===== src/hw/rtl/hff_pkg.sv =====
// Shared types, character codes and digit lookup for the hex field formatter.
// No dependencies; imported by hff_shift_unit and hex_field_formatter_unit.
package hff_pkg;

   localparam int CNT_BITS = 7;
   localparam int NIB_BITS = 4;

   localparam logic [7:0] CHAR_SPACE = 8'h20;
   localparam logic [7:0] CHAR_ZERO  = 8'h30;
   localparam logic [7:0] CHAR_X_LO  = 8'h78;
   localparam logic [7:0] CHAR_X_UP  = 8'h58;
   localparam logic [7:0] CHAR_A_LO  = 8'h61;
   localparam logic [7:0] CHAR_A_UP  = 8'h41;

   typedef struct packed {
      logic load;
      logic shift;
   } hff_ctrl_type;

   // ASCII code of one hex digit in the selected case.
   function automatic logic [7:0] hex_ascii(input logic [NIB_BITS-1:0] nib,
                                            input logic upper);
      logic [7:0] base;
      if (nib < 4'd10) begin
         hex_ascii = CHAR_ZERO + 8'(nib);
      end else begin
         base = upper ? CHAR_A_UP : CHAR_A_LO;
         hex_ascii = base + 8'(nib - 4'd10);
      end
   endfunction

endpackage


===== src/hw/rtl/hff_shift_unit.sv =====
// Nibble shifter shared by the leading-zero scan and the digit emission.
// Depends on hff_pkg for the control struct and nibble width.
module hff_shift_unit
   import hff_pkg::*;
#(
   parameter int NIBS = 8
) (
   input  logic                         clock,
   input  hff_ctrl_type                 ctrl,
   input  logic [NIBS*NIB_BITS-1:0]     load_value,
   output logic [NIB_BITS-1:0]          top_nibble
);

   localparam int SH_BITS = NIBS * NIB_BITS;

   logic [SH_BITS-1:0] val_ff;

   // The most significant digit always sits in the top nibble.
   always_ff @(posedge clock) begin
      if (ctrl.load) begin
         val_ff <= load_value;
      end else if (ctrl.shift) begin
         val_ff <= val_ff << NIB_BITS;
      end
   end

   assign top_nibble = val_ff[SH_BITS-1 -: NIB_BITS];

endmodule


===== src/hw/rtl/hex_field_formatter_unit.sv =====
// Hex field formatter: one ASCII character out per cycle, and results cannot be stalled.
// Synchronous active-high reset returns to idle. A transfer is taken when start is high
// and busy is low; busy then stays high until the last character is registered. Per value:
// a leading-zero scan in the shared nibble shifter, length arithmetic in the CALC_LEN and
// CALC_BOUND states, then the characters in order. The next value is taken only after the
// last character of the previous one has been registered and busy has dropped.
module hex_field_formatter_unit
   import hff_pkg::*;
#(
   parameter int MAX_CHARS  = 64,
   parameter int VALUE_BITS = 32
) (
   input  logic        clock,
   input  logic        reset,
   input  logic        start,
   output logic        busy,
   input  logic [31:0] req_value,
   input  logic [6:0]  req_field_width,
   input  logic [5:0]  req_min_digits,
   input  logic        req_upper_case,
   input  logic        req_alt_prefix,
   input  logic        req_left_justify,
   input  logic        req_zero_pad,
   output logic        rsp_strobe,
   output logic [7:0]  rsp_out_char,
   output logic        rsp_is_last,
   output logic [6:0]  rsp_total_chars
);

   localparam int EFF_BITS = (VALUE_BITS < 32) ? VALUE_BITS : 32;
   localparam int NIBS     = (EFF_BITS + NIB_BITS - 1) / NIB_BITS;
   localparam int SH_BITS  = NIBS * NIB_BITS;
   localparam int HL_BITS  = $clog2(NIBS + 1);
   localparam int PREC_MAX = MAX_CHARS - 2;

   typedef enum logic [2:0] {
      ST_IDLE,
      ST_SCAN,
      ST_CALC_LEN,
      ST_CALC_BOUND,
      ST_EMIT
   } state_type;

   state_type           state_ff;
   logic                busy_ff;
   logic                strobe_ff;
   logic [7:0]          char_ff;
   logic                last_ff;
   logic [CNT_BITS-1:0] count_ff;

   logic [CNT_BITS-1:0] width_ff;
   logic [CNT_BITS-1:0] prec_ff;
   logic                upper_ff;
   logic                alt_ff;
   logic                left_ff;
   logic                zpad_ff;
   logic [HL_BITS-1:0]  hlen_ff;
   logic                prefix_ff;
   logic [CNT_BITS-1:0] pad_ff;
   logic [CNT_BITS-1:0] przero_ff;
   logic [CNT_BITS-1:0] total_ff;
   logic [CNT_BITS-1:0] b1_ff;
   logic [CNT_BITS-1:0] b2_ff;
   logic [CNT_BITS-1:0] b3_ff;
   logic [CNT_BITS-1:0] b4_ff;
   logic [CNT_BITS-1:0] pos_ff;

   hff_ctrl_type        shift_ctrl;
   logic [SH_BITS-1:0]  load_value;
   logic [NIB_BITS-1:0] top_nibble;

   logic                accept;
   logic                scan_more;
   logic [CNT_BITS-1:0] hlen_ext;
   logic [CNT_BITS-1:0] ndig;
   logic                prefix;
   logic [CNT_BITS-1:0] body;
   logic [CNT_BITS-1:0] pad;
   logic                in_digits;
   logic [7:0]          char_sel;
   logic                last_sel;

   assign accept     = start && !busy_ff;
   assign load_value = SH_BITS'(req_value[EFF_BITS-1:0]);
   assign scan_more  = (top_nibble == '0) && (hlen_ff > HL_BITS'(1));
   assign hlen_ext   = CNT_BITS'(hlen_ff);
   assign in_digits  = (pos_ff >= b3_ff) && (pos_ff < b4_ff);

   always_comb begin
      shift_ctrl.load  = accept;
      shift_ctrl.shift = ((state_ff == ST_SCAN) && scan_more) ||
                         ((state_ff == ST_EMIT) && in_digits);
   end

   // Length arithmetic: digits after precision, prefix, and padding up to the width.
   always_comb begin
      ndig   = (hlen_ext > prec_ff) ? hlen_ext : prec_ff;
      prefix = alt_ff && (top_nibble != '0);
      body   = ndig + (prefix ? CNT_BITS'(2) : CNT_BITS'(0));
      pad    = (width_ff > body) ? (width_ff - body) : '0;
   end

   // Character layout: leading spaces, prefix, zeros, digits, trailing spaces.
   always_comb begin
      if (pos_ff < b1_ff) begin
         char_sel = CHAR_SPACE;
      end else if (pos_ff < b2_ff) begin
         char_sel = (pos_ff == b1_ff) ? CHAR_ZERO : (upper_ff ? CHAR_X_UP : CHAR_X_LO);
      end else if (pos_ff < b3_ff) begin
         char_sel = CHAR_ZERO;
      end else if (pos_ff < b4_ff) begin
         char_sel = hex_ascii(top_nibble, upper_ff);
      end else begin
         char_sel = CHAR_SPACE;
      end
      last_sel = ((pos_ff + CNT_BITS'(1)) == total_ff);
   end

   always_ff @(posedge clock) begin
      if (reset) begin
         state_ff  <= ST_IDLE;
         busy_ff   <= 1'b0;
         strobe_ff <= 1'b0;
      end else begin
         strobe_ff <= 1'b0;
         case (state_ff)
            ST_IDLE: begin
               if (accept) begin
                  busy_ff  <= 1'b1;
                  width_ff <= (req_field_width > CNT_BITS'(MAX_CHARS)) ?
                              CNT_BITS'(MAX_CHARS) : req_field_width;
                  prec_ff  <= (CNT_BITS'(req_min_digits) > CNT_BITS'(PREC_MAX)) ?
                              CNT_BITS'(PREC_MAX) : CNT_BITS'(req_min_digits);
                  upper_ff <= req_upper_case;
                  alt_ff   <= req_alt_prefix;
                  left_ff  <= req_left_justify;
                  zpad_ff  <= req_zero_pad;
                  hlen_ff  <= HL_BITS'(NIBS);
                  state_ff <= ST_SCAN;
               end
            end
            ST_SCAN: begin
               if (scan_more) begin
                  hlen_ff <= hlen_ff - HL_BITS'(1);
               end else begin
                  state_ff <= ST_CALC_LEN;
               end
            end
            ST_CALC_LEN: begin
               prefix_ff <= prefix;
               pad_ff    <= pad;
               przero_ff <= ndig - hlen_ext;
               total_ff  <= (width_ff > body) ? width_ff : body;
               state_ff  <= ST_CALC_BOUND;
            end
            ST_CALC_BOUND: begin
               b1_ff    <= (!left_ff && !zpad_ff) ? pad_ff : '0;
               b2_ff    <= ((!left_ff && !zpad_ff) ? pad_ff : '0) +
                           (prefix_ff ? CNT_BITS'(2) : CNT_BITS'(0));
               b3_ff    <= ((!left_ff && !zpad_ff) ? pad_ff : '0) +
                           (prefix_ff ? CNT_BITS'(2) : CNT_BITS'(0)) + przero_ff +
                           ((!left_ff && zpad_ff) ? pad_ff : '0);
               b4_ff    <= ((!left_ff && !zpad_ff) ? pad_ff : '0) +
                           (prefix_ff ? CNT_BITS'(2) : CNT_BITS'(0)) + przero_ff +
                           ((!left_ff && zpad_ff) ? pad_ff : '0) + hlen_ext;
               pos_ff   <= '0;
               state_ff <= ST_EMIT;
            end
            ST_EMIT: begin
               strobe_ff <= 1'b1;
               char_ff   <= char_sel;
               last_ff   <= last_sel;
               count_ff  <= last_sel ? total_ff : '0;
               pos_ff    <= pos_ff + CNT_BITS'(1);
               if (last_sel) begin
                  busy_ff  <= 1'b0;
                  state_ff <= ST_IDLE;
               end
            end
            default: begin
               busy_ff  <= 1'b0;
               state_ff <= ST_IDLE;
            end
         endcase
      end
   end

   hff_shift_unit #(
      .NIBS (NIBS)
   ) u_shift (
      .clock      (clock),
      .ctrl       (shift_ctrl),
      .load_value (load_value),
      .top_nibble (top_nibble)
   );

   assign busy            = busy_ff;
   assign rsp_strobe      = strobe_ff;
   assign rsp_out_char    = char_ff;
   assign rsp_is_last     = last_ff;
   assign rsp_total_chars = count_ff;

   // The last character of a value releases busy in the same cycle it is shown.
   a_last_frees: assert property (@(posedge clock) disable iff (reset)
      rsp_strobe && rsp_is_last |-> !busy)
      else $error("busy still high with the last character");

   // Characters before the last one belong to a value still in progress.
   a_mid_busy: assert property (@(posedge clock) disable iff (reset)
      rsp_strobe && !rsp_is_last |-> busy && (rsp_total_chars == '0))
      else $error("intermediate character outside a busy value");

   // An accepted transfer makes the unit busy on the next cycle.
   a_accept_busy: assert property (@(posedge clock) disable iff (reset)
      start && !busy |=> busy)
      else $error("transfer accepted without raising busy");

   // Shifts happen only in scan or emission; during emission the control shifts only in the digit region.
   a_shift_scope: assert property (@(posedge clock) disable iff (reset)
      shift_ctrl.shift |-> (state_ff == ST_SCAN) || (state_ff == ST_EMIT))
      else $error("nibble shift outside scan or emission");

endmodule

===== config.mk =====
export PLATFORM = sky130hd
export DESIGN_NAME = hex_field_formatter_unit
export DESIGN_NICKNAME = d
export VERILOG_FILES = /design/src/hw/rtl/hff_pkg.sv /design/src/hw/rtl/hff_shift_unit.sv /design/src/hw/rtl/hex_field_formatter_unit.sv
export SDC_FILE = /design/constraint.sdc
export NUM_CORES = 1
export LEC_CHECK = 0
export ABC_AREA = 1
export BUFFER_PORTS_ARGS = -buffer_cell sky130_fd_sc_hd__buf_2
export CAP_MARGIN = 0
export CORE_ASPECT_RATIO = 0.9
export CORE_MARGIN = 10
export CORE_UTILIZATION = 46
export CTS_CLUSTER_SIZE = 28
export DETAILED_ROUTE_END_ITERATION = 10
export PLACE_DENSITY = 0.71
export SYNTH_ARGS = -nofsm -noshare
export SYNTH_HDL_FRONTEND = slang
export SYNTH_SLANG_ARGS = --single-unit

===== constraint.sdc =====
create_clock -name clock -period 7.7 [get_ports clock]
set_clock_uncertainty 0.2 [all_clocks]
set_input_delay 0.385 -clock clock [delete_from_list [all_inputs] [get_ports clock]]
set_output_delay 0.385 -clock clock [all_outputs]
set_load 0.01 [all_outputs]

==> qor.txt <==
GLOBAL ROUTING
--------------------------------------------------------------------------------
Via count of the first global-routing pass                                  5163
Met3 Track Usage GR                                                        3.72%
Met2 track demand over resource in global routing                          23.3%
Most congested layer reported by global routing                             met2
M1 GR Usage                                                                17.9%
Total congestion overflow                                                      0
Wire length of the first global-routing pass                            25100 um
GRT Util Overall                                                           14.1%
Pin count of the biggest net entering global routing                          35
Number of antenna violations at the first check in global routing              0

CLOCK TREE
--------------------------------------------------------------------------------
Post-CTS setup-driven buffer insertion count                                   0
CTS clock-pin slew for the worst setup and hold paths                    0.06 ns
TritonCTS clock tree                                                        done
CTS H-tree lvls                                                                4
Clock root buffer master                                            sky130_fd_sc_hd__clkbuf_16
Number of buffers added by the clock tree synthesis step                      17
Number of buffers between clock root and the deepest sink                      2
Number of sinks driven by the clock tree                                     130
Clock latency reported for the late side of the worst-skew pair          0.42 ns
Count of cells resized by post-cts repair                                      0

CELLS AND AREA
--------------------------------------------------------------------------------
NumNets Final                                                               1000
Final Cell Area                                                     0.00888 mm^2
Fillers                                                                     1412
Layout overhead on the synthesized area                                    17.7%
Inserted Diodes                                                                0
Fraction of layout instances using a drive strength above 1                15.3%
Final cell count without fillers                                            1096

WORST SETUP PATH
--------------------------------------------------------------------------------
Startpoint-to-endpoint class of the critical path                   register to register
Highest-delay cell along the critical path                          sky130_fd_sc_hd__fa_1
Depth of the worst register-to-register path                                  16
Critical Path Fanout Max                                                       5
Critical register-to-register path startpoint                            left_ff
Worst setup endpoint                                                    b4_ff[6]
Crit path arrival time                                                   4.18 ns
Cells along the critical path                                       nor2_1 > inv_1 > nor2_1 > ha_1 > ha_1 > fa_1 > inv_1 > fa_1 > xnor2_1 > ha_1 > nand2_1 > nand2_1 > a31oi_1 > nor2_1 > nand2_1 > xnor2_1
Worst reg-to-reg setup slack                                             3.47 ns
Capture point of the worst reg-to-reg path                              b4_ff[6]
Category of the worst setup path launch point                           register
First element of the critical path                                       left_ff
Worst Setup End Kind                                                    register
Req. time, crit path                                                     7.65 ns
Largest stage delay, worst path                                          0.59 ns

SYNTHESIS
--------------------------------------------------------------------------------
Number of warnings printed during yosys synthesis                              0
Top cell type's share of synthesized area                                  49.7%
Per-instance average area after synthesis                              9.60 um^2
Main synth FF type                                                  sky130_fd_sc_hd__edfxtp_1
Combined area of all synthesized cells                              0.00755 mm^2
Sequential share of the synthesized area                                   51.1%
EDFF count, synth                                                            125
Most area-hungry cell type in the Yosys netlist                     sky130_fd_sc_hd__edfxtp_1
Leading post-synthesis cells by cell area                           sky130_fd_sc_hd__edfxtp_1 50%, sky130_fd_sc_hd__ha_1 10%, sky130_fd_sc_hd__nand2_1 9.2%
Synthesized Nets                                                             910
Total of flip-flops plus latches after synthesis                             130
Cell count after synthesis                                                   786
Count of different cell masters after synthesis                               40
Share of synthesized registers carrying an async set or reset                 0%

STA
--------------------------------------------------------------------------------
Final Max Tran Viols                                                           0
Measured slew at the worst slew-check pin                               0.759 ns
Final hold slack                                                       0.0363 ns
Relative slew slack                                                        49.4%
Minimum clock period after layout                                        4.23 ns
Setup TNS after final layout                                                0 ns
Hold Fails Final Rpt                                                           0
Fmax                                                                     236 MHz
Final number of setup-violating endpoints                                      0
Crit share post-route                                                      55.0%
Setup repair after global routing missed its margin                           no

POWER AND IR DROP
--------------------------------------------------------------------------------
Leakage power of the design                                              4.18 nW
Total power density per cell area                                    261 mW/mm^2
Total power of the final layout                                          2.31 mW
Peak supply drop                                                        0.218 mV

OUTCOME
--------------------------------------------------------------------------------
Run status                                                          finished, final reports clean

DRT
--------------------------------------------------------------------------------
Total length of routed wires                                            15300 um
Initial DRC count                                                            438
Remaining DRCs                                                                 0
Detailed Routing Iterations Pass 1                                             5
Routed wirelength normalized by instance count                           14.0 um
Detailed-route via count                                                    5329
Via-to-Cell Ratio                                                           4.86
Antenna Violating Nets Remaining                                               0

FLOORPLANNING
--------------------------------------------------------------------------------
Die Span X                                                                155 um
Chip height                                                               142 um
Area inside the core boundary                                        0.0161 mm^2
Initial standard-cell utilization of the core                              46.8%
Ports                                                                         70
Die outline area                                                     0.0219 mm^2
Number of rows in the core area                                               44

MIN PATH
--------------------------------------------------------------------------------
HP Class                                                            input port to register
Hold Startpoint                                                     req_value[4]

JOB
--------------------------------------------------------------------------------
Max Cap Viol                                                                   0

PLACEMENT
--------------------------------------------------------------------------------
Post-detailed-placement cell area                                   0.00816 mm^2
Placed Cells                                                                1054
Total of buffers placed on input and output ports                             69
Routability congestion estimate from global placement                      0.863
Detailed Place HPWL                                                     11500 um

[worst min-delay path by stage]
| stage | endpoint | slack [ns] | depth (start not counted) |
|---|---|---|---|
| after CTS | u_shift.val_ff[4] | 0.03 | 3 |
| after floorplan | alt_ff | 0.28 | 0 |
| after global placement | u_shift.val_ff[12] | 0.29 | 2 |
| final | u_shift.val_ff[4] | 0.04 | 3 |
| after detailed placement | u_shift.val_ff[15] | 0.29 | 2 |
| after global routing | u_shift.val_ff[4] | 0.04 | 3 |
[routing by layer]
| layer | routed length, um | vias to the layer above | part of all wire [%] |
|---|---|---|---|
| li1 | - | 2772 | - |
| met1 | 7000 | 2454 | 46 |
| met2 | 7480 | 94 | 49 |
| met3 | 679 | 9 | 4.4 |
| met4 | 160 | 0 | 1.0 |
| met5 | 0 | - | 0 |
[registers in the layout (all words and copies together) (netlist names), 4 cells and up]
name             flops
b1_ff                7
b2_ff                6
b3_ff                7
b4_ff                7
hlen_ff              4
pad_ff               7
pos_ff               7
prec_ff              6
przero_ff            7
rsp_out_char         8
rsp_total_chars      7
total_ff             7
u_shift.val_ff      32
width_ff             7
[cell usage after synthesis, types with 3 or more instances]
cell type,number
sky130_fd_sc_hd__nand2_1,184
sky130_fd_sc_hd__inv_1,137
sky130_fd_sc_hd__edfxtp_1,125
sky130_fd_sc_hd__nor2_1,63
sky130_fd_sc_hd__ha_1,62
sky130_fd_sc_hd__a21oi_1,37
sky130_fd_sc_hd__nand3_1,37
sky130_fd_sc_hd__xor2_1,18
sky130_fd_sc_hd__clkbuf_1,14
sky130_fd_sc_hd__nand4_1,13
sky130_fd_sc_hd__o21ai_0,12
sky130_fd_sc_hd__xnor2_1,11
sky130_fd_sc_hd__fa_1,10
sky130_fd_sc_hd__nand3_2,6
sky130_fd_sc_hd__dfxtp_1,5
sky130_fd_sc_hd__nor3_1,5
sky130_fd_sc_hd__a211oi_1,4
sky130_fd_sc_hd__nand2_2,4
sky130_fd_sc_hd__nand2_4,4
sky130_fd_sc_hd__o21a_1,4
sky130_fd_sc_hd__inv_2,3
sky130_fd_sc_hd__nor4_1,3
[through the flow]
step	util [%]	setup WS [ns]
floorplan	-	1.98
global placement	50.6	3.57
detailed placement	50.6	3.52
CTS	55.1	3.51
global route	55.1	3.14
finish	55.1	3.47
[timing repair]
item                                   4_1_cts  5_1_grt
endpoints found under the hold margin       10        0
setup endpoints to repair                    0        0
hold buffers                                10        0
[power breakdown]
group / leakage (nW) / switching, mW / internal [mW]
Combinational: 2.66 / 0.337 / 0.196
Clock: 0.305 / 0.302 / 0.550
Sequential: 1.21 / 0.0383 / 0.891
Total: 4.18 / 0.677 / 1.64
[worst max-delay path, delay by kind of cell (launching register included)]
kind            cells  cell delay [ns]
fa+ha+maj           5             1.84
simple gates        6             0.73
flops               1             0.41
xor+xnor            2             0.32
compound gates      1             0.26
buf+inv             2             0.21
[kinds of logic after synthesis]
family          count (synthesis)  share of synthesized area (%)
compound gates                 73                           5.65
xor+xnor                       29                           3.37
fa+ha+maj                      72                           12.9
simple gates                  326                           19.1
buf+inv                       156                           7.86
flops                         130                           51.1
[layout by cell type, fill, tap and decap left out, types with 3 or more instances in the layout]
cell type / count
sky130_fd_sc_hd__fa_1: 10
sky130_fd_sc_hd__nand2_4: 4
sky130_fd_sc_hd__edfxtp_1: 125
sky130_fd_sc_hd__o21a_1: 4
sky130_fd_sc_hd__clkbuf_16: 17
sky130_fd_sc_hd__nor2_2: 3
sky130_fd_sc_hd__clkinv_2: 3
sky130_fd_sc_hd__nand2_1: 184
sky130_fd_sc_hd__bufinv_16: 4
sky130_fd_sc_hd__xnor2_1: 11
sky130_fd_sc_hd__xor2_1: 18
sky130_fd_sc_hd__nor4_1: 3
sky130_fd_sc_hd__nand2_2: 4
sky130_fd_sc_hd__nand4_1: 13
sky130_fd_sc_hd__dlygate4sd3_1: 10
sky130_fd_sc_hd__dfxtp_1: 5
sky130_fd_sc_hd__a211oi_1: 4
sky130_fd_sc_hd__nor3_1: 4
sky130_fd_sc_hd__nand3_1: 37
sky130_fd_sc_hd__buf_2: 69
sky130_fd_sc_hd__ha_1: 62
sky130_fd_sc_hd__nand3_2: 6
sky130_fd_sc_hd__a21oi_1: 37
sky130_fd_sc_hd__inv_1: 137
sky130_fd_sc_hd__inv_2: 3
sky130_fd_sc_hd__nor2_1: 61
sky130_fd_sc_hd__o21ai_0: 12
sky130_fd_sc_hd__buf_4: 7
[area by class of cell]
| cell class | instances | area (um^2) | area share, % |
|---|---|---|---|
| multi-input combinational | 500 | 3120 | 35.1 |
| timing repair buffer | 86 | 498 | 5.61 |
| tap | 207 | 259 | 2.92 |
| inverter | 141 | 529 | 5.96 |
| clock buffer | 19 | 443 | 4.99 |
| sequential | 130 | 3850 | 43.4 |
| clock inverter | 13 | 181 | 2.04 |
(Power assumes the default switching activity.)
